<file path="src/hdl/slhf_pkg.sv">
package slhf_pkg;

   localparam int COORD_W = 12;
   localparam int MS_W    = 10;
   localparam int RATE_W  = 12;
   localparam int OUT_W   = 15;
   localparam int CSR_IDX_W = 2;

   localparam logic [CSR_IDX_W-1:0] CSR_CENTER_X = 2'd0;
   localparam logic [CSR_IDX_W-1:0] CSR_CENTER_Y = 2'd1;
   localparam logic [CSR_IDX_W-1:0] CSR_MAX_RATE = 2'd2;
   localparam logic [RATE_W-1:0]    MAX_RATE_RESET = 12'd360;

   // cordic datapath: offsets prescaled by 2^8, angle in 2^-16 degree
   localparam int PRESCALE = 8;
   localparam int ACC_FRAC = 16;
   localparam int XY_W     = 24;
   localparam int Z_W      = 27;
   localparam int TAB_W    = 5;
   localparam int MS_DIV   = 1000;

   localparam logic signed [Z_W-1:0] Z_HALF_TURN = 27'sd11796480;
   localparam logic signed [Z_W-1:0] Z_FULL_TURN = 27'sd23592960;

   typedef struct packed {
      logic [COORD_W-1:0] target_x;
      logic [COORD_W-1:0] target_y;
      logic [MS_W-1:0]    elapsed_ms;
   } req_type;

   typedef struct packed {
      logic [OUT_W-1:0] heading;
      logic [OUT_W-1:0] bearing;
   } rsp_type;

   typedef struct packed {
      logic start;
      logic cordic;
      logic round;
      logic mul;
      logic div;
      logic commit;
   } cmd_type;

   typedef struct packed {
      logic cordic_last;
      logic out_free;
   } sts_type;

   // atan(2^-i) in degrees times 2^16, rounded
   function automatic logic signed [Z_W-1:0] atan_step(input logic [TAB_W-1:0] idx);
      logic signed [Z_W-1:0] v;
      begin
         unique case (idx)
            5'd0:  v = 27'sd2949120;
            5'd1:  v = 27'sd1740967;
            5'd2:  v = 27'sd919879;
            5'd3:  v = 27'sd466945;
            5'd4:  v = 27'sd234379;
            5'd5:  v = 27'sd117305;
            5'd6:  v = 27'sd58666;
            5'd7:  v = 27'sd29335;
            5'd8:  v = 27'sd14668;
            5'd9:  v = 27'sd7334;
            5'd10: v = 27'sd3667;
            5'd11: v = 27'sd1833;
            5'd12: v = 27'sd917;
            5'd13: v = 27'sd458;
            5'd14: v = 27'sd229;
            5'd15: v = 27'sd115;
            5'd16: v = 27'sd57;
            5'd17: v = 27'sd29;
            5'd18: v = 27'sd14;
            5'd19: v = 27'sd7;
            5'd20: v = 27'sd4;
            5'd21: v = 27'sd2;
            5'd22: v = 27'sd1;
            default: v = 27'sd0;
         endcase
         return v;
      end
   endfunction

endpackage

</file>
<file path="src/hdl/slhf_ctrl.sv">
module slhf_ctrl (
   input  logic             clock,
   input  logic             reset,
   input  logic             req_valid,
   output logic             req_stall,
   input  slhf_pkg::sts_type sts,
   output slhf_pkg::cmd_type cmd
);

   typedef enum logic [5:0] {
      ST_IDLE   = 6'b000001,
      ST_CORDIC = 6'b000010,
      ST_ROUND  = 6'b000100,
      ST_MUL    = 6'b001000,
      ST_DIV    = 6'b010000,
      ST_COMMIT = 6'b100000
   } state_type;

   state_type state_ff, state_in;

   assign req_stall = (state_ff != ST_IDLE);

   always_comb begin
      state_in = state_ff;
      cmd = '0;
      unique case (state_ff)
         ST_IDLE: begin
            if (req_valid) begin
               cmd.start = 1'b1;
               state_in = ST_CORDIC;
            end
         end
         ST_CORDIC: begin
            cmd.cordic = 1'b1;
            if (sts.cordic_last) state_in = ST_ROUND;
         end
         ST_ROUND: begin
            cmd.round = 1'b1;
            state_in = ST_MUL;
         end
         ST_MUL: begin
            cmd.mul = 1'b1;
            state_in = ST_DIV;
         end
         ST_DIV: begin
            cmd.div = 1'b1;
            state_in = ST_COMMIT;
         end
         ST_COMMIT: begin
            // wait until the output register can take the word
            if (sts.out_free) begin
               cmd.commit = 1'b1;
               state_in = ST_IDLE;
            end
         end
         default: state_in = ST_IDLE;
      endcase
   end

   always_ff @(posedge clock) begin
      if (reset) state_ff <= ST_IDLE;
      else state_ff <= state_in;
   end

   a_div_to_commit: assert property (@(posedge clock) disable iff (reset)
      (state_ff == ST_DIV) |=> (state_ff == ST_COMMIT))
      else $error("division did not hand over to commit");
   a_start_to_cordic: assert property (@(posedge clock) disable iff (reset)
      cmd.start |=> (state_ff == ST_CORDIC))
      else $error("accepted word did not start cordic");
   a_cordic_last: assert property (@(posedge clock) disable iff (reset)
      (state_ff == ST_CORDIC && !sts.cordic_last) |=> (state_ff == ST_CORDIC))
      else $error("cordic left early");

endmodule

</file>
<file path="src/hdl/slhf_dp.sv">
module slhf_dp #(
   parameter int ANGLE_FRAC_BITS = 6,
   parameter int CORDIC_STEPS = 16
) (
   input  logic                                 clock,
   input  logic                                 reset,
   input  logic                                 csr_we,
   input  logic [slhf_pkg::CSR_IDX_W-1:0]       csr_index,
   input  logic [slhf_pkg::COORD_W-1:0]         csr_wdata,
   input  slhf_pkg::req_type                    req_data,
   output logic                                 rsp_valid,
   output slhf_pkg::rsp_type                    rsp_data,
   input  logic                                 rsp_stall,
   input  slhf_pkg::cmd_type                    cmd,
   output slhf_pkg::sts_type                    sts
);

   localparam int F     = ANGLE_FRAC_BITS;
   localparam int FULL  = 360 << F;
   localparam int AW    = $clog2(FULL);
   localparam int SW    = AW + 2;
   localparam int NW    = AW + 3;
   localparam int PW_S  = AW + slhf_pkg::MS_W;
   localparam int PW_C  = slhf_pkg::RATE_W + slhf_pkg::MS_W + F;
   localparam int DW    = (PW_S > PW_C) ? PW_S : PW_C;
   localparam int CW    = slhf_pkg::TAB_W;
   localparam int RSH   = slhf_pkg::ACC_FRAC - F;
   localparam int XW    = slhf_pkg::XY_W;
   localparam int ZW    = slhf_pkg::Z_W;
   // divide by 1000 as a shift by 3 and a multiply by the rounded-up
   // reciprocal of 125; exact for dividends below 2^DW
   localparam int QW    = DW - 3;
   localparam int RK    = QW + 7;
   localparam int ODD   = slhf_pkg::MS_DIV / 8;
   localparam logic [QW:0] RECIP = (QW+1)'(((64'd1 << RK) + 64'(ODD - 1)) / 64'(ODD));

   logic [slhf_pkg::COORD_W-1:0] cx_ff, cy_ff;
   logic [slhf_pkg::RATE_W-1:0]  rate_ff;
   logic signed [XW-1:0] x_ff, y_ff;
   logic signed [ZW-1:0] z_ff;
   logic                 zero_ff;
   logic [slhf_pkg::MS_W-1:0] ms_ff;
   logic [CW-1:0]        cnt_ff;
   logic [AW-1:0]        a_ff, p_ff;
   logic [DW-1:0]        dvs_ff, dvc_ff;
   logic                 rsp_valid_ff;
   slhf_pkg::rsp_type    rsp_ff;

   // config words
   always_ff @(posedge clock) begin
      if (reset) begin
         cx_ff <= '0;
         cy_ff <= '0;
         rate_ff <= slhf_pkg::MAX_RATE_RESET;
      end else if (csr_we) begin
         unique case (csr_index)
            slhf_pkg::CSR_CENTER_X: cx_ff <= csr_wdata;
            slhf_pkg::CSR_CENTER_Y: cy_ff <= csr_wdata;
            slhf_pkg::CSR_MAX_RATE: rate_ff <= csr_wdata;
            default: ;
         endcase
      end
   end

   // offsets and cordic start vector, folded into the right half plane
   logic signed [12:0] dx, dy;
   logic signed [XW-1:0] x0, y0;
   assign dx = $signed({1'b0, req_data.target_x}) - $signed({1'b0, cx_ff});
   assign dy = $signed({1'b0, req_data.target_y}) - $signed({1'b0, cy_ff});
   assign x0 = {{(XW-13-slhf_pkg::PRESCALE){dx[12]}}, dx, {slhf_pkg::PRESCALE{1'b0}}};
   assign y0 = {{(XW-13-slhf_pkg::PRESCALE){dy[12]}}, dy, {slhf_pkg::PRESCALE{1'b0}}};

   logic [slhf_pkg::TAB_W-1:0] idx;
   logic signed [XW-1:0] xs, ys;
   logic signed [ZW-1:0] at;
   assign idx = cnt_ff;
   assign xs = x_ff >>> idx;
   assign ys = y_ff >>> idx;
   assign at = slhf_pkg::atan_step(idx);

   // bearing rounding
   logic signed [ZW-1:0] zm, zr;
   logic [AW:0] rr;
   logic [AW-1:0] a_new;
   assign zm = (z_ff < 0) ? z_ff + slhf_pkg::Z_FULL_TURN : z_ff;
   assign zr = (zm + (ZW'(1) <<< (RSH - 1))) >>> RSH;
   assign rr = zr[AW:0];
   always_comb begin
      if (zero_ff) a_new = '0;
      else if (rr >= (AW+1)'(FULL)) a_new = AW'(rr - (AW+1)'(FULL));
      else a_new = rr[AW-1:0];
   end

   // step and cap products
   logic [AW-1:0] diff;
   logic [PW_S-1:0] ps;
   logic [PW_C-1:0] pc;
   assign diff = (a_ff > p_ff) ? a_ff - p_ff : p_ff - a_ff;
   assign ps = diff * ms_ff;
   assign pc = (PW_C'(rate_ff) * PW_C'(ms_ff)) << F;

   // quotients by 1000
   logic [2*QW:0] qs, qc;
   assign qs = dvs_ff[DW-1:3] * RECIP;
   assign qc = dvc_ff[DW-1:3] * RECIP;

   // heading update
   logic [DW-1:0] dmin;
   logic signed [NW-1:0] delta, a_s, p_s, c_lo, c_hi, pn, w1, w2;
   logic [AW-F:0] aq;
   always_comb begin
      dmin = (dvs_ff < dvc_ff) ? dvs_ff : dvc_ff;
      delta = $signed({2'b0, dmin[AW:0]});
      a_s = $signed({3'b0, a_ff});
      p_s = $signed({3'b0, p_ff});
      aq = (AW-F+1)'(a_ff >> F) + (AW-F+1)'(|a_ff[F-1:0]);
      c_lo = ($signed({{(NW-AW+F-1){1'b0}}, aq}) - NW'(180)) <<< F;
      c_hi = ($signed({{(NW-AW+F-1){1'b0}}, aq}) + NW'(180)) <<< F;
      pn = p_s;
      if (a_s > p_s) begin
         if (c_lo > p_s) pn = p_s - delta;
         else pn = p_s + delta;
      end else if (a_s < p_s) begin
         if (c_hi < p_s) pn = p_s + delta;
         else pn = p_s - delta;
      end
      // the step may overshoot past one turn, so wrap twice
      if (pn < 0) w1 = pn + NW'(FULL);
      else if (pn >= NW'(FULL)) w1 = pn - NW'(FULL);
      else w1 = pn;
      if (w1 < 0) w2 = w1 + NW'(FULL);
      else if (w1 >= NW'(FULL)) w2 = w1 - NW'(FULL);
      else w2 = w1;
   end

   always_ff @(posedge clock) begin
      if (cmd.start) begin
         zero_ff <= (dx == 0) && (dy == 0);
         ms_ff <= req_data.elapsed_ms;
         cnt_ff <= '0;
         if (dx < 0) begin
            x_ff <= -x0;
            y_ff <= -y0;
            z_ff <= slhf_pkg::Z_HALF_TURN;
         end else begin
            x_ff <= x0;
            y_ff <= y0;
            z_ff <= '0;
         end
      end else if (cmd.cordic) begin
         cnt_ff <= cnt_ff + 1'b1;
         if (y_ff > 0) begin
            x_ff <= x_ff + ys;
            y_ff <= y_ff - xs;
            z_ff <= z_ff + at;
         end else begin
            x_ff <= x_ff - ys;
            y_ff <= y_ff + xs;
            z_ff <= z_ff - at;
         end
      end else if (cmd.round) begin
         a_ff <= a_new;
      end else if (cmd.mul) begin
         dvs_ff <= DW'(ps);
         dvc_ff <= DW'(pc);
      end else if (cmd.div) begin
         dvs_ff <= DW'(qs[2*QW:RK]);
         dvc_ff <= DW'(qc[2*QW:RK]);
      end
   end

   always_ff @(posedge clock) begin
      if (reset) p_ff <= '0;
      else if (cmd.commit) p_ff <= w2[AW-1:0];
   end

   always_ff @(posedge clock) begin
      if (reset) rsp_valid_ff <= 1'b0;
      else if (cmd.commit) rsp_valid_ff <= 1'b1;
      else if (!rsp_stall) rsp_valid_ff <= 1'b0;
   end

   always_ff @(posedge clock) begin
      if (cmd.commit) begin
         rsp_ff.heading <= slhf_pkg::OUT_W'(w2[AW-1:0]);
         rsp_ff.bearing <= slhf_pkg::OUT_W'(a_ff);
      end
   end

   assign rsp_valid = rsp_valid_ff;
   assign rsp_data = rsp_ff;
   assign sts.cordic_last = (cnt_ff == CW'(CORDIC_STEPS - 1));
   assign sts.out_free = !rsp_valid_ff || !rsp_stall;

   a_heading_range: assert property (@(posedge clock) disable iff (reset)
      p_ff < AW'(FULL))
      else $error("heading out of range");
   a_bearing_range: assert property (@(posedge clock) disable iff (reset)
      cmd.mul |-> (a_ff < AW'(FULL)))
      else $error("bearing out of range");
   a_no_overwrite: assert property (@(posedge clock) disable iff (reset)
      cmd.commit |-> !(rsp_valid_ff && rsp_stall))
      else $error("result word overwritten while stalled");

endmodule

</file>
<file path="src/hdl/slew_limited_heading_follower.sv">
// heading follower: turns a stored heading toward the bearing of a target point
//
// req channel: one word per target (target_x, target_y, elapsed_ms), taken when
// req_valid is high and req_stall is low. rsp channel: one word per request with
// the new heading and the bearing, both in 2^-ANGLE_FRAC_BITS degree units.
// csr port: csr_we writes csr_wdata into center_x (0), center_y (1) or
// max_rate (2); other indexes are dropped.
// order of work after accept: one micro-rotation a cycle, then rounding,
// the step and cap products, the reciprocal divide by 1000 and the commit.
// one word is in flight at a time, so no word is accepted until the last
// has been committed.
// the result sits in an output register; the next word is accepted while it
// waits. if rsp_stall holds, the following word finishes and then waits in
// the controller until the output register frees, with req_stall high.
// reset: heading 0, centre 0,0, max_rate 360, no result pending.
module slew_limited_heading_follower #(
   parameter int ANGLE_FRAC_BITS = 6,
   parameter int CORDIC_STEPS = 16
) (
   input  logic                           clock,
   input  logic                           reset,
   input  logic                           csr_we,
   input  logic [slhf_pkg::CSR_IDX_W-1:0] csr_index,
   input  logic [slhf_pkg::COORD_W-1:0]   csr_wdata,
   input  logic                           req_valid,
   output logic                           req_stall,
   input  slhf_pkg::req_type              req_data,
   output logic                           rsp_valid,
   input  logic                           rsp_stall,
   output slhf_pkg::rsp_type              rsp_data
);

   slhf_pkg::cmd_type cmd;
   slhf_pkg::sts_type sts;

   slhf_ctrl u_ctrl (
      .clock     (clock),
      .reset     (reset),
      .req_valid (req_valid),
      .req_stall (req_stall),
      .sts       (sts),
      .cmd       (cmd)
   );

   slhf_dp #(
      .ANGLE_FRAC_BITS (ANGLE_FRAC_BITS),
      .CORDIC_STEPS    (CORDIC_STEPS)
   ) u_dp (
      .clock     (clock),
      .reset     (reset),
      .csr_we    (csr_we),
      .csr_index (csr_index),
      .csr_wdata (csr_wdata),
      .req_data  (req_data),
      .rsp_valid (rsp_valid),
      .rsp_data  (rsp_data),
      .rsp_stall (rsp_stall),
      .cmd       (cmd),
      .sts       (sts)
   );

endmodule

</file>
<file path="config.mk">
export PLATFORM = sky130hd
export DESIGN_NAME = slew_limited_heading_follower
export DESIGN_NICKNAME = d
export VERILOG_FILES = /design/src/hdl/slhf_pkg.sv /design/src/hdl/slhf_ctrl.sv /design/src/hdl/slhf_dp.sv /design/src/hdl/slew_limited_heading_follower.sv
export SDC_FILE = /design/constraint.sdc
export NUM_CORES = 2
export LEC_CHECK = 0
export ABC_AREA = 1
export BUFFER_PORTS_ARGS = -buffer_cell sky130_fd_sc_hd__buf_2
export CORE_UTILIZATION = 60
export DETAILED_ROUTE_END_ITERATION = 10
export PLACE_DENSITY_LB_ADDON = 0.15
export SYNTH_ARGS = -nofsm -noshare
export SYNTH_HDL_FRONTEND = slang
export SYNTH_SLANG_ARGS = --single-unit
</file>
<file path="constraint.sdc">
create_clock -name clock -period 9.6 [get_ports clock]
set_input_delay 1.44 -clock clock [delete_from_list [all_inputs] [get_ports clock]]
set_output_delay 1.44 -clock clock [all_outputs]
set_load 0.02 [all_outputs]
</file>
==> results.ini <==
[outcome]
status=finished, final reports clean

[pwr]
switching_share=0.4976
p_comb_frac=0.679
power_frac_clock=0.133
seqPwrFrac=0.189
vdd_drop_max_mv=0.3042
powerDensity_nw_per_um2=187.0
internal_power_mw=4.969
p_leak_nw=28.20
switchingPower_mw=4.922

[sta]
tns_ps=0
setup_viol=0
rsz0062_at_grt=false
worstMarginPinSlew_ps=1079
final_max_slew_viol_count=0
final-hold-violation-count=0
setup_slack_ps=748.0
fin_skew_ps=27.46
period_needed_ps=8852
fmax_mhz=113.0
min_period_over_period=0.9221
relSlewSlack=0.2807

[layout]
multi_input_area_um2=37150
final_net_count=7822
antennaDiodeCount=0
regArea_um2=7228
drive_gt1_frac=0.04143
final_core_util=0.6411
fillCellCount=7316
syn_to_final_growth_pct=5.057

[worst_hold_path]
min-delay-start=u_dp.cy_ff[7]
hp-class=register to register

[synthesis]
syn_avg_cell_area_um2=7.878
synthCells=6391
syn-num-nets=7817
synth-main-ff-cell=edfxtp_1
yosysUniqueCellTypes=72
yosysSeqAreaShare=0.1435
synth_area_um2=50350
synth_enable_flop_cells=184
async_flop_share=0
synth_seq_cells=269
yosysWarningCount=0

[floorplanning]
num_rows=105
die_area_um2=85070
core-area_um2=82500
num_io_pins=85
die_h_um=291.7
initial_core_util=0.6102
die_w_um=291.7

[place]
numPortBuffers=84
gp_congestion=0.9964
dp_hpwl_um=112300
pre_cts_ws_ps=743.4

[cts]
clk_latency_ps=580
clk_path_buf_depth=3
post_cts_resized=0
cts.clk_slew.worst_paths_ps=60
cts.hold.buffers_added=0
cts_tree=done
cts_sinks=269
root_buffer=clkbuf_16
cts_setup_buffers=0
h-tree-depth=2
numCtsBuffers=34

[worst_setup_path]
path_max_fanout=20
r2r_start=u_dp.p_ff[6]
setup.worst_path.end_class=register
path_common_cell=nand2_1
crit_type=register to register
cpMaxStageDelayCell=dfxtp_1
crit_arrival_ps=9160
critPathMaxStageDelay_ps=520
startpoint_type=register
cp.required_ps=9910
crit_start=u_dp.p_ff[6]

[global_routing]
grt_overflow=0
grt_pass1_vias=42389
grt_max_degree=76
grt_antenna_before_repair=0
grt_pass1_wl_um=219400
grt.total_usage=0.3230

[routing]
drtAntennaViolNets=0
drt-pass1-iter-count=6
vias=42004
post_drt_wl_per_cell_um=18.08
wirelength_um=135400
drc=0
drt_iter0_markers=2623
vias_per_cell=5.608

[job]
cap_violations=0

power groups by stage:
stage | combinational [mW] | sequential [mW] | clock, mW
detailed placement | 6.62 | 1.88 | 0
global route | 7.73 | 1.89 | 1.37
CTS | 6.68 | 1.86 | 1.34
global placement | 6.48 | 1.88 | 0
finish | 6.71 | 1.86 | 1.31
floorplan | 5.32 | 1.79 | 0
stage by stage:
step | total power, mW | instances | cell area, µm² | hold WS [ps]
floorplan | 7.105 | 6391 | 50350 | 427.0
global placement | 8.362 | 7430 | 51770 | 442.2
detailed placement | 8.506 | 7430 | 51770 | 442.5
CTS | 9.877 | 7490 | 52890 | 462.2
global route | 11.00 | 7490 | 52890 | 481.9
finish | 9.890 | 7490 | 52890 | 458.7
routing by layer:
metal	vias to the layer above	GRT usage	wire, µm
met5	-	0	0
met4	0	0.1323	5919
met3	297	0.02991	6597
met2	1201	0.5660	65810
met1	20113	0.4082	57080
li1	20393	-	-
path summary, 6_finish.rpt:
kind / end / cells after the start / slack [ps]
setup / recovery: u_dp.dvs_ff[23] / 41 / 750
hold / removal: u_dp.cy_ff[7] / 2 / 460
setup reg to reg: u_dp.dvs_ff[23] / 41 / 750
hold reg to reg: u_dp.cy_ff[7] / 2 / 460
final cells by class:
| cell class | instances | area share |
|---|---|---|
| Tap cell | 1070 | 0.02531 |
| Inverter | 1436 | 0.1020 |
| Timing Repair Buffer | 117 | 0.01263 |
| Clock buffer | 45 | 0.01805 |
| Sequential cell | 269 | 0.1367 |
| Multi-Input combinational cell | 4538 | 0.7023 |
| Clock inverter | 15 | 0.003052 |
synthesized netlist by cell type (5+ instances only):
library cell	n	area [µm²]
a21o_1	16	120.1
ha_1	810	10130
o31ai_1	19	142.6
nand2_1	1068	4009
inv_1	1420	5330
buf_2	15	75.07
o21bai_1	31	232.7
edfxtp_1	184	5525
o21a_1	23	172.7
and2_1	5	31.28
nand2_2	18	112.6
dfxtp_1	85	1702
nand4_1	34	212.7
clkbuf_1	114	427.9
o21ai_1	15	75.07
a211oi_1	10	75.07
or2_2	21	131.4
o21ai_0	432	2162
nand3_1	171	855.8
a221oi_1	5	43.79
nor4_1	22	137.6
a21oi_1	458	2292
xnor2_1	50	437.9
and3_1	6	37.54
mux2i_1	11	110.1
a31oi_1	32	200.2
buf_1	10	37.54
nor3_1	64	320.3
nor2_4	5	56.30
xor2_1	144	1261
o221ai_1	14	122.6
nor2_2	7	43.79
fa_1	563	11270
inv_2	12	45.04
nand3_2	5	50.05
o211ai_1	27	202.7
nor2_1	388	1456
o22ai_1	13	81.33
flip-flops by register name, summed over array words and instances (netlist names), 10 cells and up:
name,flops
u_dp.a_ff,15
u_dp.at,22
u_dp.cx_ff,12
u_dp.cy_ff,12
u_dp.dvc_ff,28
u_dp.dvs_ff,25
u_dp.ms_ff,10
u_dp.p_ff,15
u_dp.rate_ff,12
u_dp.rsp_data,30
u_dp.x_ff,24
u_dp.y_ff,24
u_dp.z_ff,27
cell usage in the layout, fill, tap and decap left out, types with 84 or more instances in the layout:
cell / n
a21oi_1: 458
buf_2: 84
dfxtp_1: 84
edfxtp_1: 184
fa_1: 563
ha_1: 810
inv_1: 1418
nand2_1: 1066
nand3_1: 171
nor2_1: 387
o21ai_0: 431
xor2_1: 144
logic make-up after synthesis:
kind of cell / Yosys count / share of synthesized area
DFF: 269 / 0.1435
AOI/OAI and AO/OA: 1123 / 0.1228
xor gates and xnor gates: 196 / 0.03440
adders and majority gates: 1373 / 0.4252
and+or+nand+nor: 1835 / 0.1528
muxes: 11 / 0.002187
buffers and inverters: 1584 / 0.1191
worst max-delay path, delay by kind of cell, from the launching register on:
kind,cells,cell delay [ps]
buf+inv,9,1340
fa+ha+maj,7,3110
compound gates,11,1620
xor+xnor,1,450
simple gates,13,1580
flops,1,520
Note: power is estimated with default switching activity, not from simulation.
